--- config.mk ---
export PLATFORM = sky130hd
export DESIGN_NAME = utf8_stream_decoder_unit
export DESIGN_NICKNAME = d
export VERILOG_FILES = /design/src/rtl/core/utf8d_pkg.sv /design/src/rtl/core/utf8d_decode.sv /design/src/rtl/core/utf8d_emit.sv /design/src/rtl/core/utf8_stream_decoder_unit.sv
export SDC_FILE = /design/constraint.sdc
export NUM_CORES = 1
export LEC_CHECK = 0
export BUFFER_PORTS_ARGS = -buffer_cell sky130_fd_sc_hd__buf_2
export CORE_AREA = 2 2 50 99
export DETAILED_ROUTE_END_ITERATION = 8
export DIE_AREA = 0 0 52 101
export GPL_TIMING_DRIVEN = 0
export MAX_ROUTING_LAYER = met4
export PLACE_DENSITY = 0.79
export SLEW_MARGIN = 10
export SYNTH_ARGS = -nofsm -noshare
export SYNTH_HDL_FRONTEND = slang
export SYNTH_SLANG_ARGS = --single-unit
--- constraint.sdc ---
create_clock -name clk -period 2.4 [get_ports clk]
set_input_delay 0.24 -clock clk [delete_from_list [all_inputs] [get_ports clk]]
set_output_delay 0.24 -clock clk [all_outputs]
set_load 0.05 [all_outputs]
--- src/rtl/core/utf8d_pkg.sv ---
package utf8d_pkg;

  localparam int unsigned ByteW  = 8;
  localparam int unsigned CpW    = 21;
  localparam int unsigned CountW = 3;
  localparam int unsigned MTdataW = ((CpW + 7) / 8) * 8;

  localparam logic [CpW-1:0] Replacement = 21'h00FFFD;

  // One decoded byte's worth of output.  The first count-1 results are
  // always the replacement character; the final one carries last_cp.
  typedef struct packed {
    logic [CountW-1:0] count;
    logic [CpW-1:0]    last_cp;
  } burst_t;

endpackage

--- src/rtl/core/utf8d_decode.sv ---
module utf8d_decode (
  input  logic                          clk,
  input  logic                          rst,
  input  logic                          fire,
  input  logic [utf8d_pkg::ByteW-1:0]   data_byte,
  input  logic                          end_of_text,
  output utf8d_pkg::burst_t             burst
);

  logic [utf8d_pkg::CpW-1:0] partial_value, partial_value_next;
  logic [1:0]                bytes_needed, bytes_needed_next;
  logic [1:0]                bytes_held, bytes_held_next;

  always_comb begin
    logic                         is_cont;
    logic [utf8d_pkg::CountW-1:0] rep;
    logic [utf8d_pkg::CpW-1:0]    lead_bits;
    logic [1:0]                   lead_need;

    is_cont   = (data_byte[7:6] == 2'b10);
    rep       = '0;
    lead_bits = '0;
    lead_need = 2'd0;

    partial_value_next = partial_value;
    bytes_needed_next  = bytes_needed;
    bytes_held_next    = bytes_held;
    burst.count        = '0;
    burst.last_cp      = utf8d_pkg::Replacement;

    if ((bytes_needed != 2'd0) && is_cont) begin
      partial_value_next = {partial_value[utf8d_pkg::CpW-7:0], data_byte[5:0]};
      bytes_needed_next  = bytes_needed - 2'd1;
      if (bytes_needed == 2'd1) begin
        burst.count   = 3'd1;
        burst.last_cp = {partial_value[utf8d_pkg::CpW-7:0], data_byte[5:0]};
      end else if (end_of_text) begin
        burst.count = {1'b0, bytes_held} + 3'd1;
      end else begin
        bytes_held_next = bytes_held + 2'd1;
      end
    end else begin
      // A broken sequence flushes one replacement per held byte, then the
      // new byte is taken as a lead in the same beat.
      if (bytes_needed != 2'd0) begin
        rep = {1'b0, bytes_held};
      end
      partial_value_next = '0;
      bytes_needed_next  = 2'd0;
      bytes_held_next    = 2'd0;
      if (data_byte[7] == 1'b0) begin
        burst.count   = rep + 3'd1;
        burst.last_cp = {{(utf8d_pkg::CpW-utf8d_pkg::ByteW){1'b0}}, data_byte};
      end else begin
        if (data_byte[7:5] == 3'b110) begin
          lead_bits = {16'd0, data_byte[4:0]};
          lead_need = 2'd1;
        end else if (data_byte[7:4] == 4'b1110) begin
          lead_bits = {17'd0, data_byte[3:0]};
          lead_need = 2'd2;
        end else if (data_byte[7:3] == 5'b11110) begin
          lead_bits = {18'd0, data_byte[2:0]};
          lead_need = 2'd3;
        end
        if (lead_need == 2'd0 || end_of_text) begin
          burst.count = rep + 3'd1;
        end else begin
          burst.count        = rep;
          partial_value_next = lead_bits;
          bytes_needed_next  = lead_need;
          bytes_held_next    = 2'd1;
        end
      end
    end

    if (end_of_text) begin
      partial_value_next = '0;
      bytes_needed_next  = 2'd0;
      bytes_held_next    = 2'd0;
    end
  end

  always_ff @(posedge clk) begin
    if (rst) begin
      partial_value <= '0;
      bytes_needed  <= 2'd0;
      bytes_held    <= 2'd0;
    end else if (fire) begin
      partial_value <= partial_value_next;
      bytes_needed  <= bytes_needed_next;
      bytes_held    <= bytes_held_next;
    end
  end

endmodule

--- src/rtl/core/utf8d_emit.sv ---
module utf8d_emit (
  input  logic                          clk,
  input  logic                          rst,
  input  logic                          load,
  input  utf8d_pkg::burst_t             burst,
  output logic                          can_load,
  output logic                          out_valid,
  input  logic                          out_ready,
  output logic [utf8d_pkg::CpW-1:0]     code_point,
  output logic                          run_last
);

  logic [utf8d_pkg::CountW-1:0] remaining;
  logic [utf8d_pkg::CpW-1:0]    last_cp;
  logic                         last_taken;

  assign run_last   = (remaining == 3'd1);
  assign code_point = run_last ? last_cp : utf8d_pkg::Replacement;
  assign last_taken = out_valid && out_ready && run_last;
  assign can_load   = !out_valid || last_taken;

  always_ff @(posedge clk) begin
    if (rst) begin
      out_valid <= 1'b0;
      remaining <= '0;
    end else if (load && burst.count != '0) begin
      out_valid <= 1'b1;
      remaining <= burst.count;
    end else if (last_taken) begin
      out_valid <= 1'b0;
      remaining <= '0;
    end else if (out_valid && out_ready) begin
      remaining <= remaining - 3'd1;
    end
  end

  always_ff @(posedge clk) begin
    if (load && burst.count != '0) begin
      last_cp <= burst.last_cp;
    end
  end

endmodule

--- src/rtl/core/utf8_stream_decoder_unit.sv ---
// UTF-8 stream decoder.
// The slave channel takes one raw byte per beat, with tlast on the final byte
// of a text. The master channel gives decoded code points, one per beat, with
// tlast on the final result caused by a given input byte.
// Each accepted byte is decoded in the cycle it is taken and its results are
// registered; the first result appears in the cycle after acceptance.
// A byte that completes a character or is plain ASCII gives one result, so
// valid text flows at one byte per cycle while the receiver takes every result.
// A byte that only opens or extends a sequence gives none. A broken or truncated
// sequence gives up to four results, one replacement character per held byte,
// which occupy the output register for that many beats; the slave side is held
// off until the final result of the burst is being taken.
// The next byte is accepted in the same cycle as the last result of the
// previous one, so the output register never leaves a bubble.
// Reset clears the open sequence and drops any pending results. When the
// receiver stalls, the current result holds and the input stalls behind it.
module utf8_stream_decoder_unit (
  input  logic                               clk,
  input  logic                               rst,
  input  logic                               s_axis_tvalid,
  output logic                               s_axis_tready,
  input  logic [utf8d_pkg::ByteW-1:0]        s_axis_tdata,  // [7:0] data_byte
  input  logic                               s_axis_tlast,  // end_of_text
  output logic                               m_axis_tvalid,
  input  logic                               m_axis_tready,
  output logic [utf8d_pkg::MTdataW-1:0]      m_axis_tdata,  // [20:0] code_point
  output logic                               m_axis_tlast   // run_last
);

  utf8d_pkg::burst_t          burst;
  logic                       fire;
  logic                       can_load;
  logic [utf8d_pkg::CpW-1:0]  code_point;

  assign s_axis_tready = can_load;
  assign fire          = s_axis_tvalid && s_axis_tready;

  utf8d_decode u_decode (
    .clk         (clk),
    .rst         (rst),
    .fire        (fire),
    .data_byte   (s_axis_tdata),
    .end_of_text (s_axis_tlast),
    .burst       (burst)
  );

  utf8d_emit u_emit (
    .clk        (clk),
    .rst        (rst),
    .load       (fire),
    .burst      (burst),
    .can_load   (can_load),
    .out_valid  (m_axis_tvalid),
    .out_ready  (m_axis_tready),
    .code_point (code_point),
    .run_last   (m_axis_tlast)
  );

  assign m_axis_tdata = {{(utf8d_pkg::MTdataW-utf8d_pkg::CpW){1'b0}}, code_point};

endmodule

==> summary.txt <==
Run status
  • Status: completed

Job
  • Max Cap Viol: 0

Worst setup path
  • Reg2Reg Depth: 8
  • Worst Path Max Fanout: 21
  • Critical path launch point type: flip-flop
  • Reg2Reg Setup Slack: 0.19 ns
  • WP data required: 2.41 ns
  • Arr. time, crit path: 2.22 ns
  • Worst Setup Path Type: reg -> reg
  • Reg2Reg Launch Point: u_decode.bytes_needed[0]
  • Reg2reg end: u_emit.last_cp[11]
  • CP endpoint kind: flip-flop

Place
  • Post-place setup slack: -0.2750 ns
  • I/O Buffers: 33
  • DP Wirelength: 3.103 mm
  • Post-Place Cell Area: 0.002435 mm²
  • Routability cong.: 0.8504

Yosys
  • Complex-gate fraction of the synthesized area: 14.83%
  • Synth top area share: 28.75%
  • Post-synth EDFFs: 21
  • Largest family of logic cells by synthesized area: simple AND/OR/NAND/NOR gates
  • Synth warn: 0
  • Synth Area in Simple Gates: 24.81%
  • Post-Synth XOR/XNOR Area: 0%
  • Async SR Flop Fraction: 0%
  • Avg Inst Size Synth: 9.705 µm²
  • Multiplexer share of the synthesized area: 0.9698%
  • Largest area contributor in the netlist: edfxtp_1
  • Count of cell types in the netlist: 44
  • Seq/Total Area, Yosys: 49.74%
  • Yosys reg bits: 44
  • Post-Synth Adder-Cell Area: 3.423%
  • Main synth FF type: dfxtp_1
  • Post-Syn Area: 0.002193 mm²
  • Mapped Cells: 226
  • Largest cells by area after synthesis: edfxtp_1 (29%), dfxtp_1 (21%), nand2b_1 (6.3%), a22oi_1 (4.8%), nand2_1 (4.4%)

Timing
  • Max-slew violation count: 0
  • Pin slew with the least headroom to its limit: 0.5135 ns
  • Tcrit/Tclk final: 92.01%
  • Fin. Hold Viols: 0
  • Worst Setup Slack, final: 0.1918 ns
  • Slew HR: 65.77%
  • Final setup fails: 0
  • Final clock skew: 0.008901 ns
  • Final critical-path required period: 2.208 ns
  • Achievable Freq: 452.9 MHz
  • RSZ-0062 raised after global routing: false

Final layout
  • Cell area after layout: 0.002577 mm²
  • Ant diodes: 0
  • Multi-input logic area: 0.001005 mm²
  • Register Area: 0.001091 mm²
  • Final core occ: 57.14%
  • Commonest non-fill, non-tap cell in the layout: buf_2
  • Most frequent cells in the layout: buf_2 (37), nand2_1 (25), nor2_1 (23), dfxtp_1 (23), nand2b_1 (22)
  • Nets: 287
  • Layout area overhead: 17.51%
  • Layout cells sized above 1: 23.05%
  • Number of fill cells in the layout: 404

Global route
  • Overall Global Routing Usage: 17.78%
  • Gr ovfl total: 0
  • Largest net degree at the start of global routing: 22
  • Antenna violations before repair: 0
  • Vias in the first global route: 1533
  • First-pass GRT wire length: 6.893 mm

Floorplan
  • Full die area: 0.005252 mm²
  • Ports: 40
  • Starting Density: 48.63%
  • Height of the chip: 101 µm
  • Placement Rows: 35
  • Die W: 52 µm
  • Core Area: 0.004511 mm²

Worst hold path
  • Worst hold path cell count: 3
  • Worst Min Path Start: s_axis_tdata[2]
  • Worst Hold Endpoint: u_decode.partial_value[2]
  • Hold crit path type: in -> reg

Power
  • Peak supply drop: 0.6687 mV
  • Overall power: 1.861 mW
  • PwrDens: 722.1 mW/mm²
  • Leak pwr: 0.9993 nW

Routing
  • Final ANT Viol Nets: 0
  • Detailed-route DRC error count: 0
  • Post-Route WL: 4.139 mm
  • Vias/cell: 5.244
  • Routed via count: 1699
  • Post-DR wirelength/cell: 12.77 µm
  • Initial drt markers: 64
  • DRT Pass-1 Iters: 5

Clocking
  • Worst-path clk slew: 0.09 ns
  • Worst-Skew Late Latency: 0.30 ns
  • CTS sink cnt: 44
  • CTS tree: built
  • CTS Buf Count: 5
  • Cts hold-fix bufs: 0
  • H-tree levels: 2
  • Clk Tree Root Cell: clkbuf_8
  • Clock tree buffer depth: 2
  • Post-CTS setup buffers: 0
## report_power, final
| part | internal [mW] | total (mW) | leakage, nW | switching, mW |
|---|---|---|---|---|
| clock | 0.313 | 0.573 | 0.0548 | 0.259 |
| combinational | 0.110 | 0.438 | 0.559 | 0.328 |
| sequential | 0.837 | 0.850 | 0.386 | 0.0132 |
## cells by family (layout without fill, tap and decap cells)
kind of cell,Yosys count,after routing
AND/OR/NAND/NOR,106,106
buffers and inverters,25,66
multiplexers,2,2
AO/OA/AOI/OAI,42,42
flip-flops,44,44
other,1,3
adder cells (fa/ha/maj),6,6
## layer usage
metal,part of all wire (%),track usage (%)
met5,0,-
met4,1.7,6.883
met1,41,19.54
met3,5.5,3.264
met2,52,30.77
## sequential cells by signal, summed over array words and instances, names as in the netlist
name                    flops
u_decode.bytes_held         2
u_decode.bytes_needed       2
u_decode.partial_value     15
u_emit.last_cp             21
u_emit.out_valid            1
u_emit.remaining            3
## critical path, cell delays in order, from the launching register on
cell and delay, ns:
dfxtp_1 0.39, inv_1 0.06, ha_1 0.29, or3b_1 0.39
buf_6 0.15, a21oi_1 0.17, nor4_2 0.07, nor2_2 0.19
nand2_4 0.19
## per-stage QoR
step	setup TNS [ns]	hold slack (ns)	instances
after floorplan	0	0.3883	228
after global placement	-5.081	0.4467	316
after detailed placement	-5.757	0.4519	316
after CTS	0	0.1939	324
after global routing	0	0.2107	324
final	0	0.1947	324
## area by class of cell
type,count,area share (%)
Timing Repair Buffer,33,6.408
Sequential cell,44,42.33
Multi-Input combinational cell,159,38.98
Clock buffer,5,2.670
Inverter,7,1.019
Clock inverter,3,1.796
Tap cell,55,2.670
Buffer,18,4.126
## cell usage after synthesis, drive strengths merged, types with 5 or more instances
master   n
dfxtp   23
and2     7
a22oi   14
nor3     5
nor2b    5
edfxtp  21
and3     6
nand2   27
clkbuf   6
nor2    24
buf     12
nand2b  22
a21oi    9
ha       6
inv      7
## worst max path at each step
stage / start / end / slack (ns)
floorplan: u_decode.bytes_needed[0] / u_emit.last_cp[0] / 0.12
global placement: u_decode.bytes_needed[0] / u_emit.last_cp[2] / -0.24
detailed placement: u_decode.bytes_needed[0] / u_emit.last_cp[2] / -0.28
CTS: u_decode.bytes_needed[0] / u_emit.last_cp[11] / 0.07
global route: u_emit.remaining[0] / m_axis_tdata[17] / 0.03
finish: u_decode.bytes_needed[0] / u_emit.last_cp[11] / 0.19
## repair_timing
item,in CTS,in global routing
gates resized for setup,2,4
hold endpoints to repair,0,0
gates cloned,0,0
endpoints found under the setup margin,21,21
Power figures use the tool's default switching activity.
